===== src/rtl/core/htsw_pkg.sv =====
// shared types and constants for the hex text to signed word parser
// no dependencies; imported by every module of the block
`default_nettype none

package htsw_pkg;

  localparam int unsigned CH_W           = 8;
  localparam int unsigned VALUE_W        = 32;
  localparam int unsigned DIGIT_W        = 4;
  localparam int unsigned MAX_DIGITS_DEF = 8;

  // character codes
  localparam logic [CH_W-1:0] CH_SPACE   = 8'h20;
  localparam logic [CH_W-1:0] CH_TAB     = 8'h09;
  localparam logic [CH_W-1:0] CH_MINUS   = 8'h2D;
  localparam logic [CH_W-1:0] CH_DIG_LO  = 8'h30;
  localparam logic [CH_W-1:0] CH_DIG_HI  = 8'h39;
  localparam logic [CH_W-1:0] CH_HEX_LO  = 8'h41;
  localparam logic [CH_W-1:0] CH_HEX_HI  = 8'h46;
  localparam logic [CH_W-1:0] CASE_MASK  = 8'hDF;
  localparam logic [CH_W-1:0] LETTER_ADJ = 8'h07;

  localparam logic STATUS_OK  = 1'b0;
  localparam logic STATUS_BAD = 1'b1;

  typedef struct packed {
    logic [CH_W-1:0] ch;
    logic            first_of_string;
    logic            empty_string;
  } item_t;

  typedef struct packed {
    logic [VALUE_W-1:0] value;
    logic               status;
  } result_t;

endpackage

`default_nettype wire


===== src/rtl/core/hex_text_to_signed_word.sv =====
// top level of the hex text to signed word parser
// depends on htsw_pkg, htsw_in_reg, htsw_parse, htsw_out_reg
`default_nettype none

// Parses a hex text field fed one character per item, last character first,
// into a signed 32-bit value and a status bit. One item is taken every clock
// cycle while no item that ends a string waits for room in the result register.
// The result register loads when the terminating item leaves the input register,
// and the result is shown from the result register. The rate is one item per
// cycle, set by the update of the parser state (phase, value, digit count,
// status) that each character makes. A full result register stalls only items
// that end a string; other characters keep flowing until such an item is held.

module hex_text_to_signed_word #(
  parameter int unsigned MAX_DIGITS = htsw_pkg::MAX_DIGITS_DEF
) (
  input  logic        clk_i,
  input  logic        rst_ni,
  input  logic        s_axis_tvalid,
  output logic        s_axis_tready,
  input  logic [7:0]  s_axis_tdata,   // [7:0] ch
  input  logic        s_axis_tlast,   // first_of_string
  input  logic        s_axis_tuser,   // [0] empty_string
  output logic        m_axis_tvalid,
  input  logic        m_axis_tready,
  output logic [31:0] m_axis_tdata,   // [31:0] value
  output logic        m_axis_tuser    // [0] status
);
  import htsw_pkg::*;

  item_t   s_item;
  item_t   cur_item;
  logic    cur_valid;
  logic    adv;
  logic    emit;
  logic    out_space;
  result_t res;
  result_t out_res;

  assign s_item.ch              = s_axis_tdata;
  assign s_item.first_of_string = s_axis_tlast;
  assign s_item.empty_string    = s_axis_tuser;

  // an item that ends a string waits for room in the result register
  assign adv = cur_valid && (!emit || out_space);

  htsw_in_reg u_in_reg (
    .clk_i     (clk_i),
    .rst_ni    (rst_ni),
    .s_valid_i (s_axis_tvalid),
    .s_ready_o (s_axis_tready),
    .item_i    (s_item),
    .adv_i     (adv),
    .valid_o   (cur_valid),
    .item_o    (cur_item)
  );

  htsw_parse #(
    .MAX_DIGITS (MAX_DIGITS)
  ) u_parse (
    .clk_i    (clk_i),
    .rst_ni   (rst_ni),
    .fire_i   (adv),
    .item_i   (cur_item),
    .emit_o   (emit),
    .result_o (res)
  );

  htsw_out_reg u_out_reg (
    .clk_i     (clk_i),
    .rst_ni    (rst_ni),
    .load_i    (adv && emit),
    .result_i  (res),
    .space_o   (out_space),
    .m_valid_o (m_axis_tvalid),
    .m_ready_i (m_axis_tready),
    .result_o  (out_res)
  );

  assign m_axis_tdata = out_res.value;
  assign m_axis_tuser = out_res.status;

endmodule

`default_nettype wire


===== src/rtl/core/htsw_in_reg.sv =====
// input register of the parser: holds one accepted item until it is processed
// depends on htsw_pkg
`default_nettype none

module htsw_in_reg (
  input  logic           clk_i,
  input  logic           rst_ni,
  input  logic           s_valid_i,
  output logic           s_ready_o,
  input  htsw_pkg::item_t item_i,
  input  logic           adv_i,
  output logic           valid_o,
  output htsw_pkg::item_t item_o
);
  import htsw_pkg::*;

  logic  valid_q;
  item_t item_q;

  assign s_ready_o = !valid_q || adv_i;
  assign valid_o   = valid_q;
  assign item_o    = item_q;

  always_ff @(posedge clk_i or negedge rst_ni) begin
    if (!rst_ni) begin
      valid_q <= 1'b0;
    end else if (s_ready_o) begin
      valid_q <= s_valid_i;
    end
  end

  always_ff @(posedge clk_i) begin
    if (s_valid_i && s_ready_o) begin
      item_q <= item_i;
    end
  end

endmodule

`default_nettype wire


===== src/rtl/core/htsw_parse.sv =====
// parser state and the combinational character step
// depends on htsw_pkg
`default_nettype none

module htsw_parse #(
  parameter int unsigned MAX_DIGITS = htsw_pkg::MAX_DIGITS_DEF
) (
  input  logic             clk_i,
  input  logic             rst_ni,
  input  logic             fire_i,
  input  htsw_pkg::item_t  item_i,
  output logic             emit_o,
  output htsw_pkg::result_t result_o
);
  import htsw_pkg::*;

  localparam int unsigned CNT_W = $clog2(MAX_DIGITS + 1);
  localparam int unsigned SLOTS = VALUE_W / DIGIT_W;

  typedef enum logic [1:0] {
    PH_SKIP,
    PH_DIGITS,
    PH_SETTLED
  } phase_e;

  phase_e               phase_q, phase_d, phase_n;
  logic [VALUE_W-1:0]   acc_q, acc_d, acc_n;
  logic [CNT_W-1:0]     cnt_q, cnt_d, cnt_n;
  logic                 bad_q, bad_d, bad_n;

  logic [CH_W-1:0]      ch;
  logic [CH_W-1:0]      upper;
  logic                 is_blank;
  logic                 is_dec;
  logic                 is_alpha;
  logic [DIGIT_W-1:0]   digit;
  logic [CH_W-1:0]      alpha_adj;
  logic                 take;
  logic [CNT_W+1:0]     shamt;
  logic                 slot_ok;
  logic                 room;

  assign ch        = item_i.ch;
  assign upper     = ch & CASE_MASK;
  assign is_blank  = (ch == CH_SPACE) || (ch == CH_TAB);
  assign is_dec    = (ch >= CH_DIG_LO) && (ch <= CH_DIG_HI);
  assign is_alpha  = (upper >= CH_HEX_LO) && (upper <= CH_HEX_HI);
  assign alpha_adj = upper - LETTER_ADJ;
  assign digit     = is_dec ? ch[DIGIT_W-1:0] : alpha_adj[DIGIT_W-1:0];
  assign shamt     = {cnt_q, 2'b00};
  assign slot_ok   = 32'(cnt_q) < 32'(SLOTS);
  assign room      = 32'(cnt_q) < 32'(MAX_DIGITS);

  always_comb begin
    phase_n = phase_q;
    acc_n   = acc_q;
    cnt_n   = cnt_q;
    bad_n   = bad_q;
    take    = 1'b0;
    case (phase_q)
      PH_SKIP: begin
        if (!is_blank) begin
          phase_n = PH_DIGITS;
          take    = 1'b1;
        end
      end
      PH_DIGITS: begin
        if (is_blank) begin
          phase_n = PH_SETTLED;
        end else begin
          take = 1'b1;
        end
      end
      default: take = 1'b0;
    endcase

    if (take) begin
      if (is_dec || is_alpha) begin
        if (room) begin
          // digits beyond bit 31 are counted but add nothing
          if (slot_ok) begin
            acc_n = acc_q | (VALUE_W'(digit) << shamt);
          end
          cnt_n = cnt_q + CNT_W'(1);
        end
      end else begin
        phase_n = PH_SETTLED;
        if (ch == CH_MINUS) begin
          acc_n = '0 - acc_q;
          bad_n = STATUS_OK;
        end else begin
          acc_n = '0;
          bad_n = STATUS_BAD;
        end
      end
    end
  end

  assign emit_o = item_i.empty_string || item_i.first_of_string;

  always_comb begin
    if (item_i.empty_string) begin
      result_o.value  = '0;
      result_o.status = STATUS_OK;
    end else begin
      result_o.value  = bad_n ? '0 : acc_n;
      result_o.status = bad_n;
    end
  end

  // a result or an empty string returns the parser to its idle state
  always_comb begin
    if (emit_o) begin
      phase_d = PH_SKIP;
      acc_d   = '0;
      cnt_d   = '0;
      bad_d   = STATUS_OK;
    end else begin
      phase_d = phase_n;
      acc_d   = acc_n;
      cnt_d   = cnt_n;
      bad_d   = bad_n;
    end
  end

  always_ff @(posedge clk_i or negedge rst_ni) begin
    if (!rst_ni) begin
      phase_q <= PH_SKIP;
      acc_q   <= '0;
      cnt_q   <= '0;
      bad_q   <= STATUS_OK;
    end else if (fire_i) begin
      phase_q <= phase_d;
      acc_q   <= acc_d;
      cnt_q   <= cnt_d;
      bad_q   <= bad_d;
    end
  end

endmodule

`default_nettype wire


===== src/rtl/core/htsw_out_reg.sv =====
// result register: holds one result until the downstream side takes it
// depends on htsw_pkg
`default_nettype none

module htsw_out_reg (
  input  logic              clk_i,
  input  logic              rst_ni,
  input  logic              load_i,
  input  htsw_pkg::result_t result_i,
  output logic              space_o,
  output logic              m_valid_o,
  input  logic              m_ready_i,
  output htsw_pkg::result_t result_o
);
  import htsw_pkg::*;

  logic    valid_q;
  result_t result_q;

  assign space_o   = !valid_q || m_ready_i;
  assign m_valid_o = valid_q;
  assign result_o  = result_q;

  always_ff @(posedge clk_i or negedge rst_ni) begin
    if (!rst_ni) begin
      valid_q <= 1'b0;
    end else if (space_o) begin
      valid_q <= load_i;
    end
  end

  always_ff @(posedge clk_i) begin
    if (load_i && space_o) begin
      result_q <= result_i;
    end
  end

endmodule

`default_nettype wire


===== config.mk =====
export PLATFORM = sky130hd
export DESIGN_NAME = hex_text_to_signed_word
export DESIGN_NICKNAME = d
export VERILOG_FILES = /design/src/rtl/core/htsw_pkg.sv /design/src/rtl/core/hex_text_to_signed_word.sv /design/src/rtl/core/htsw_in_reg.sv /design/src/rtl/core/htsw_parse.sv /design/src/rtl/core/htsw_out_reg.sv
export SDC_FILE = /design/constraint.sdc
export NUM_CORES = 1
export LEC_CHECK = 0
export BUFFER_PORTS_ARGS = -buffer_cell sky130_fd_sc_hd__buf_2
export CAP_MARGIN = 20
export CELL_PAD_IN_SITES_DETAIL_PLACEMENT = 0
export CELL_PAD_IN_SITES_GLOBAL_PLACEMENT = 1
export CORE_MARGIN = 10
export CORE_UTILIZATION = 50
export DETAILED_ROUTE_END_ITERATION = 16
export PLACE_DENSITY_LB_ADDON = 0.1
export SLEW_MARGIN = 20
export SYNTH_ARGS = -nofsm -noshare
export SYNTH_HDL_FRONTEND = slang
export SYNTH_SLANG_ARGS = --single-unit

===== constraint.sdc =====
create_clock -name clk_i -period 8.3 [get_ports clk_i]
set_clock_uncertainty 0.2 [all_clocks]
set_input_delay 0.83 -clock clk_i [delete_from_list [all_inputs] [get_ports clk_i]]
set_output_delay 0.83 -clock clk_i [all_outputs]
set_load 0.02 [all_outputs]

==> implementation parameters, run 1 <==
Parameter                              Value

Timing
  Slew at the pin closest to its max-slew limit ... 1.23 ns
  Unrepaired setup endpoints after global routing ... false
  Final worst path period share ... 0.462
  Setup TNS Final ... 0 ns
  Final critical path time including I/O delays and setup ... 3.84 ns
  Final-report hold violation count ... 0
  Worst rel slew slack ... 0.153
  Max-slew violation total from the final report ... 0
  Maximum clock frequency ... 261 MHz
  Final setup violating endpoints ... 0

Clocking
  Source-to-sink clock delay at the later pin of the worst-skew pair ... ~0.36 ns
  Post-cts sizing count ... 0
  Number of H-tree levels ... 3
  Setup repair bufs after CTS ... 0
  Maximum root-to-sink buffer count ... 2
  Clock transition time at the flip-flop clock pins of the worst setup and hold paths ... approximately 0.090 ns
  Clock sinks ... 84
  Hold buffer count at CTS ... 0
  Cell at the root of the clock tree ... clkbuf_8
  TritonCTS clock tree ... done
  TritonCTS buffer count ... 9

Job
  Max-cap violation count ... 0

Floorplan
  Die area ... approximately 0.015 mm^2
  Die X ... 121 um
  Die H ... 121 um
  I/O pin total ... 49
  # rows ... 36
  Core area ... just under 0.01 mm^2
  Starting utilization of the core area ... 0.519

Final layout
  Final cell count without fillers ... 732
  Fraction of layout instances using a drive strength above 1 ... 0.157
  Relative area change from synthesis to final layout ... 10.1%
  Diodes inserted ... 0
  Fillers ... 905
  Layout Nets ... 614
  Post-Layout Inst Area ... 0.00564 mm^2
  Post-route core utilization ... 0.572

Synth
  Number of storage elements in the synthesis netlist ... 84
  Cell type with the highest aggregate area in the netlist ... edfxtp_1
  Ranking of synthesized cells by area ... edfxtp_1 (25%), dfrtp_1 (20%), a21oi_1 (4.0%), nand2_1 (4.0%), nor2_1 (3.7%)
  Post-synthesis sequential area ratio ... 0.452
  Number of synthesized flops with an enable pin ... 43
  Total number of yosys warnings ... 0
  Distinct cells, synth ... 72
  Syn nets ... 577
  Ys flop type ... edfxtp_1
  Cell count after synthesis ... 557
  Area share of the largest cell type after synthesis ... 0.252
  Asr flop ratio synth ... 0.488
  Combined area of all synthesized cells ... 0.00512 mm^2
  Syn_area_per_cell ... 9.20 um^2

Routing
  Number of violations reported at the end of detailed-routing iteration 0 ... 634
  Residual DRC ... 0
  Avg Vias per Cell ... 6.69
  First-pass DRT Iterations ... 5
  Via count ... 4,895
  Remaining antenna violation count ... 0
  Total length of routed wires ... 16,800 um
  Avg WL per Cell ... about 23 um

Worst setup path
  Worst Path Arrival ... 3.75 ns
  Largest stage delay on the critical path ... 0.78 ns
  Start point of the critical path ... u_in_reg.item_o[3]
  Worst Setup End Kind ... flip-flop
  CP Data Required Time ... approximately 8.2 ns
  CP max-delay cell ... nand4_2
  Ordered cell list for the critical path ... inv_1 > ha_1 > and3b_1 > o21ai_1 > nand4_2 > a22oi_2 > buf_4 > nor2_1
  Worst r2r src ... u_in_reg.item_o[3]
  Worst-path maximum fanout ... 25
  Startpoint-to-endpoint class of the critical path ... reg2reg
  Sort of element at the start of the critical path ... flip-flop

Global route
  Overall routing resource usage ... 0.233
  Pin count of the biggest net entering global routing ... 42
  Total congestion overflow ... 0
  Vias in the first global route ... slightly below 5,000
  Wire length of the first global-routing pass ... about 27,000 um
  Number of antenna violations at the first check in global routing ... 0

Placement
  Number of port buffers ... 48
  Detail Placement HPWL ... about 11,000 um
  Number of placed cells counting well taps ... approximately 720
  Gp weighted congestion ... 0.902
  Post-DP Area ... 0.00547 mm^2

Power
  Power density over cell area ... 165 mW/mm^2
  Leakage ... 2.34 nW
  Post-layout power ... 0.930 mW
  Maximum ir drop on the vdd rail ... roughly 0.08 mV

Run status
  Status ... finished, final reports clean

Hold path
  Min-Delay Path Class ... in2async
==> stage by stage <==
stage	hold WS [ns]	setup WS (ns)
finish	0.279	4.46
global route	0.313	4.20
floorplan	0.267	5.52
detailed placement	0.311	4.51
CTS	0.330	4.48
global placement	0.287	4.64
==> Yosys cell counts (all sizes together), types with 4 or more instances <==
master / n
nand2: 55
nor2: 51
a21oi: 43
edfxtp: 43
dfrtp: 41
o21ai: 39
nor3: 29
nor4: 27
clkbuf: 20
nand3: 18
a22oi: 16
inv: 15
buf: 11
nand2b: 10
a21o: 9
a31oi: 7
nand4: 7
o22ai: 7
ha: 6
o31ai: 6
or3: 6
or4: 6
xnor2: 6
a22o: 5
and2: 5
and3: 5
nor2b: 5
a2bb2oi: 4
a31o: 4
==> flip-flops by register name (all words and copies together), names as in the netlist <==
register and count:
u_parse.acc_q 32, u_out_reg.result_o 33, u_in_reg.item_o 10, u_parse.phase_q 2, u_out_reg.m_valid_o 1, u_in_reg.valid_o 1
u_parse.bad_q 1, u_parse.cnt_q 4
==> layout by cell type (no fill, tap or decap), types with 6 or more instances in the layout <==
master and count:
or4_1 6, edfxtp_1 43, nand3_1 18, xnor2_1 6, clkbuf_8 10, dfrtp_1 41, a21oi_1 41, buf_2 47
o31ai_1 6, o22ai_1 7, buf_4 10, a22oi_1 15, o21ai_1 7, nor3_1 29, a21o_1 9, nand2b_1 9
ha_1 6, nor2_1 50, inv_1 15, a31oi_1 7, o21ai_0 29, nor4_1 23, nand4_1 6, nand2_1 54
==> worst max-delay path: cells and delay by family (launching register included) <==
family,cells,cell delay (ns)
AOI/OAI and AO/OA,2,1.12
adders and majority gates,1,0.24
buffers and inverters,2,0.48
DFF,1,0.44
and+or+nand+nor,3,1.08
==> area by class of cell <==
type                       count  area (um^2)  area share
clock inverter                 3         13.8     0.00244
inverter                      15         56.3     0.00999
timing repair buffer          57          310      0.0550
multi-input combinational    427         2630       0.466
tap                          133          166      0.0295
sequential                    84         2320       0.411
clock buffer                  13          149      0.0264
==> cell families (layout without fill, tap and decap cells) <==
| logic type | Yosys count | after routing | synth area share |
|---|---|---|---|
| buf+inv | 46 | 88 | 0.0386 |
| flops | 84 | 84 | 0.452 |
| mux | 5 | 5 | 0.0103 |
| simple gates | 237 | 237 | 0.247 |
| compound gates | 170 | 170 | 0.221 |
| fa+ha+maj | 6 | 6 | 0.0147 |
| xor+xnor | 9 | 9 | 0.0154 |
==> path summary, 6_finish.rpt <==
kind | to | slack [ns] | cells after the start
setup / recovery | u_out_reg.result_o[18] | 4.46 | 8
hold / removal | u_parse.acc_q[0] | 0.28 | 1
setup reg to reg | u_out_reg.result_o[18] | 4.46 | 8
hold reg to reg | u_parse.phase_q[0] | 0.33 | 2
max in group asynchronous | u_parse.phase_q[0] | 7.20 | 1
min in group clk_i | u_parse.phase_q[0] | 0.33 | 2
==> per-layer routing <==
layer	up-vias	track usage	wire length, um
li1	2200	-	-
met1	2337	0.286	6600
met2	292	0.369	7740
met3	66	0.0703	1790
met4	0	0.108	680
met5	-	0	0
==> power by group <==
group          total [mW]  switching (mW)  leakage, nW  internal, mW
Sequential          0.476          0.0144        0.993         0.462
Combinational       0.191           0.140         1.26        0.0509
Clock               0.262           0.147       0.0848         0.116
Power figures use the tool's default switching activity.
==> run 2, diff against run 1 <==
- CORE_UTILIZATION: 50 -> 46
- clock period: 8.3 -> 4 ns (I/O delays scaled with it)
==> implementation parameters, run 2 (synthesis results as in run 1) <==
Parameter                              Value

Job
  Max-cap violation count ... 0

Final layout
  Commonest cells after routing, fill and taps aside ... nand2_1 (54), nor2_1 (50), buf_2 (48)
  Combined flip-flop and latch cell area ... 0.00232 mm^2
  Diodes inserted ... 0
  Multi-input logic area ... 0.00262 mm^2
  Fillers ... 991
  Most common cell after layout, fill and taps aside ... nand2_1
  Relative area change from synthesis to final layout ... 14.8%
  Fraction of layout instances using a drive strength above 1 ... 0.168
  Layout Nets ... roughly 630
  Number of flip-flops under the largest register name ... 33
  Post-Layout Inst Area ... a little under 0.006 mm^2

Timing
  Slew at the pin closest to its max-slew limit ... 0.928 ns
  Hold Worst Slack ... 0.0113 ns
  Final worst path period share ... 0.880
  Max-slew violation total from the final report ... 0
  Worst rel slew slack ... 0.376
  Maximum clock frequency ... about 280 MHz
  Setup TNS Final ... 0 ns
  Unrepaired setup endpoints after global routing ... false
  Final setup violating endpoints ... 0
  Final critical path time including I/O delays and setup ... roughly 3.5 ns
  Final-report hold violation count ... 0

Placement
  Detail Placement HPWL ... 12,000 um
  Gp weighted congestion ... 0.955
  Number of port buffers ... 48
  Post-DP Area ... 0.00553 mm^2

Clocking
  Source-to-sink clock delay at the later pin of the worst-skew pair ... between 0.3 and 0.4 ns
  TritonCTS buffer count ... 9
  TritonCTS clock tree ... done
  Clock transition time at the flip-flop clock pins of the worst setup and hold paths ... 0.09 ns
  Maximum root-to-sink buffer count ... 2
  Number of H-tree levels ... 3
  Cell at the root of the clock tree ... clkbuf_8
  Setup repair bufs after CTS ... 0
  Clock sinks ... 84

Global route
  Overall routing resource usage ... 0.222
  Total congestion overflow ... 0
  Wire length of the first global-routing pass ... 27,800 um
  Number of antenna violations at the first check in global routing ... 0
  Pin count of the biggest net entering global routing ... 42
  Vias in the first global route ... around 4,800

Routing
  Number of violations reported at the end of detailed-routing iteration 0 ... 598
  Avg WL per Cell ... 23.3 um
  First-pass DRT Iterations ... 5
  Residual DRC ... 0
  Total length of routed wires ... 17,700 um
  Avg Vias per Cell ... 6.48
  Via count ... 4,917
  Remaining antenna violation count ... 0

Worst setup path
  CP Data Required Time ... approximately 4.1 ns
  Worst-path maximum fanout ... 13
  Sort of element at the start of the critical path ... flip-flop
  Worst Path Arrival ... about 3.6 ns
  Worst Setup End Kind ... flip-flop
  R2r worst-path depth ... 7
  Startpoint-to-endpoint class of the critical path ... reg2reg

Power
  Maximum ir drop on the vdd rail ... 0.239 mV
  Power density over cell area ... 355 mW/mm^2
  Leakage ... 2.44 nW

Floorplan
  Starting utilization of the core area ... 0.470
  I/O pin total ... 49
  Core area ... ~0.011 mm^2
  # rows ... 38
  Die area ... 0.0158 mm^2
  Die X ... 126 um
  Die H ... 126 um

Hold path
  Number of stages on the worst hold path ... 2
  Min-Delay Path Class ... in2reg

Run status
  Status ... finished, final reports clean
==> run 2: routing by layer <==
layer,part of all wire,track usage
met1,0.42,0.293
met2,0.47,0.352
met3,0.090,0.0439
met4,0.021,0.0840
met5,0,0
==> run 2: layout make-up <==
cell class | count | share of cell area
Clock buffer | 11 | 0.0223
Clock inverter | 5 | 0.0130
Inverter | 15 | 0.00958
Multi-Input combinational cell | 427 | 0.446
Sequential cell | 84 | 0.394
Tap cell | 140 | 0.0298
Timing Repair Buffer | 77 | 0.0847
==> run 2: final timing paths <==
kind | start | to | slack, ns
hold / removal | s_axis_tvalid | u_in_reg.valid_o | 0.01
setup / recovery | u_in_reg.item_o[2] | u_out_reg.result_o[26] | 0.48
max in group asynchronous | rst_ni | u_parse.acc_q[21] | 2.77
hold reg to reg | u_parse.bad_q | u_parse.bad_q | 0.31
min in group asynchronous | rst_ni | u_parse.acc_q[9] | 0.31
setup reg to reg | u_in_reg.item_o[2] | u_out_reg.result_o[26] | 0.48
==> run 2: power by group <==
group          switching (mW)  total [mW]  internal [mW]  leakage, nW
Clock                   0.332       0.681          0.349        0.101
Sequential             0.0284       0.987          0.958        0.993
Combinational           0.299       0.422          0.123         1.35
Total                   0.659        2.09           1.43         2.44
==> run 2: worst max-delay path: stages (launching register included) <==
cell,delay (ns)
edfxtp_1,0.47
ha_1,0.29
and3b_1,0.21
o21ai_1,0.63
nand2_1,0.59
o41ai_1,0.67
a22oi_1,0.20
nor2_1,0.12
==> run 2: stage by stage <==
stage	util	power [mW]	setup slack, ns	cells
after detailed placement	0.508	1.41	0.651	731
final	0.540	2.09	0.482	759
after global placement	0.508	1.41	0.715	731
after CTS	0.536	2.08	0.646	757
after global routing	0.540	2.16	0.345	759
after floorplan	-	1.25	1.37	557
==> run 2: repair_timing <==
item | CTS | global route
hold buffers | 10 | 1
gates resized for setup | 0 | 0
hold endpoints to repair | 10 | 18
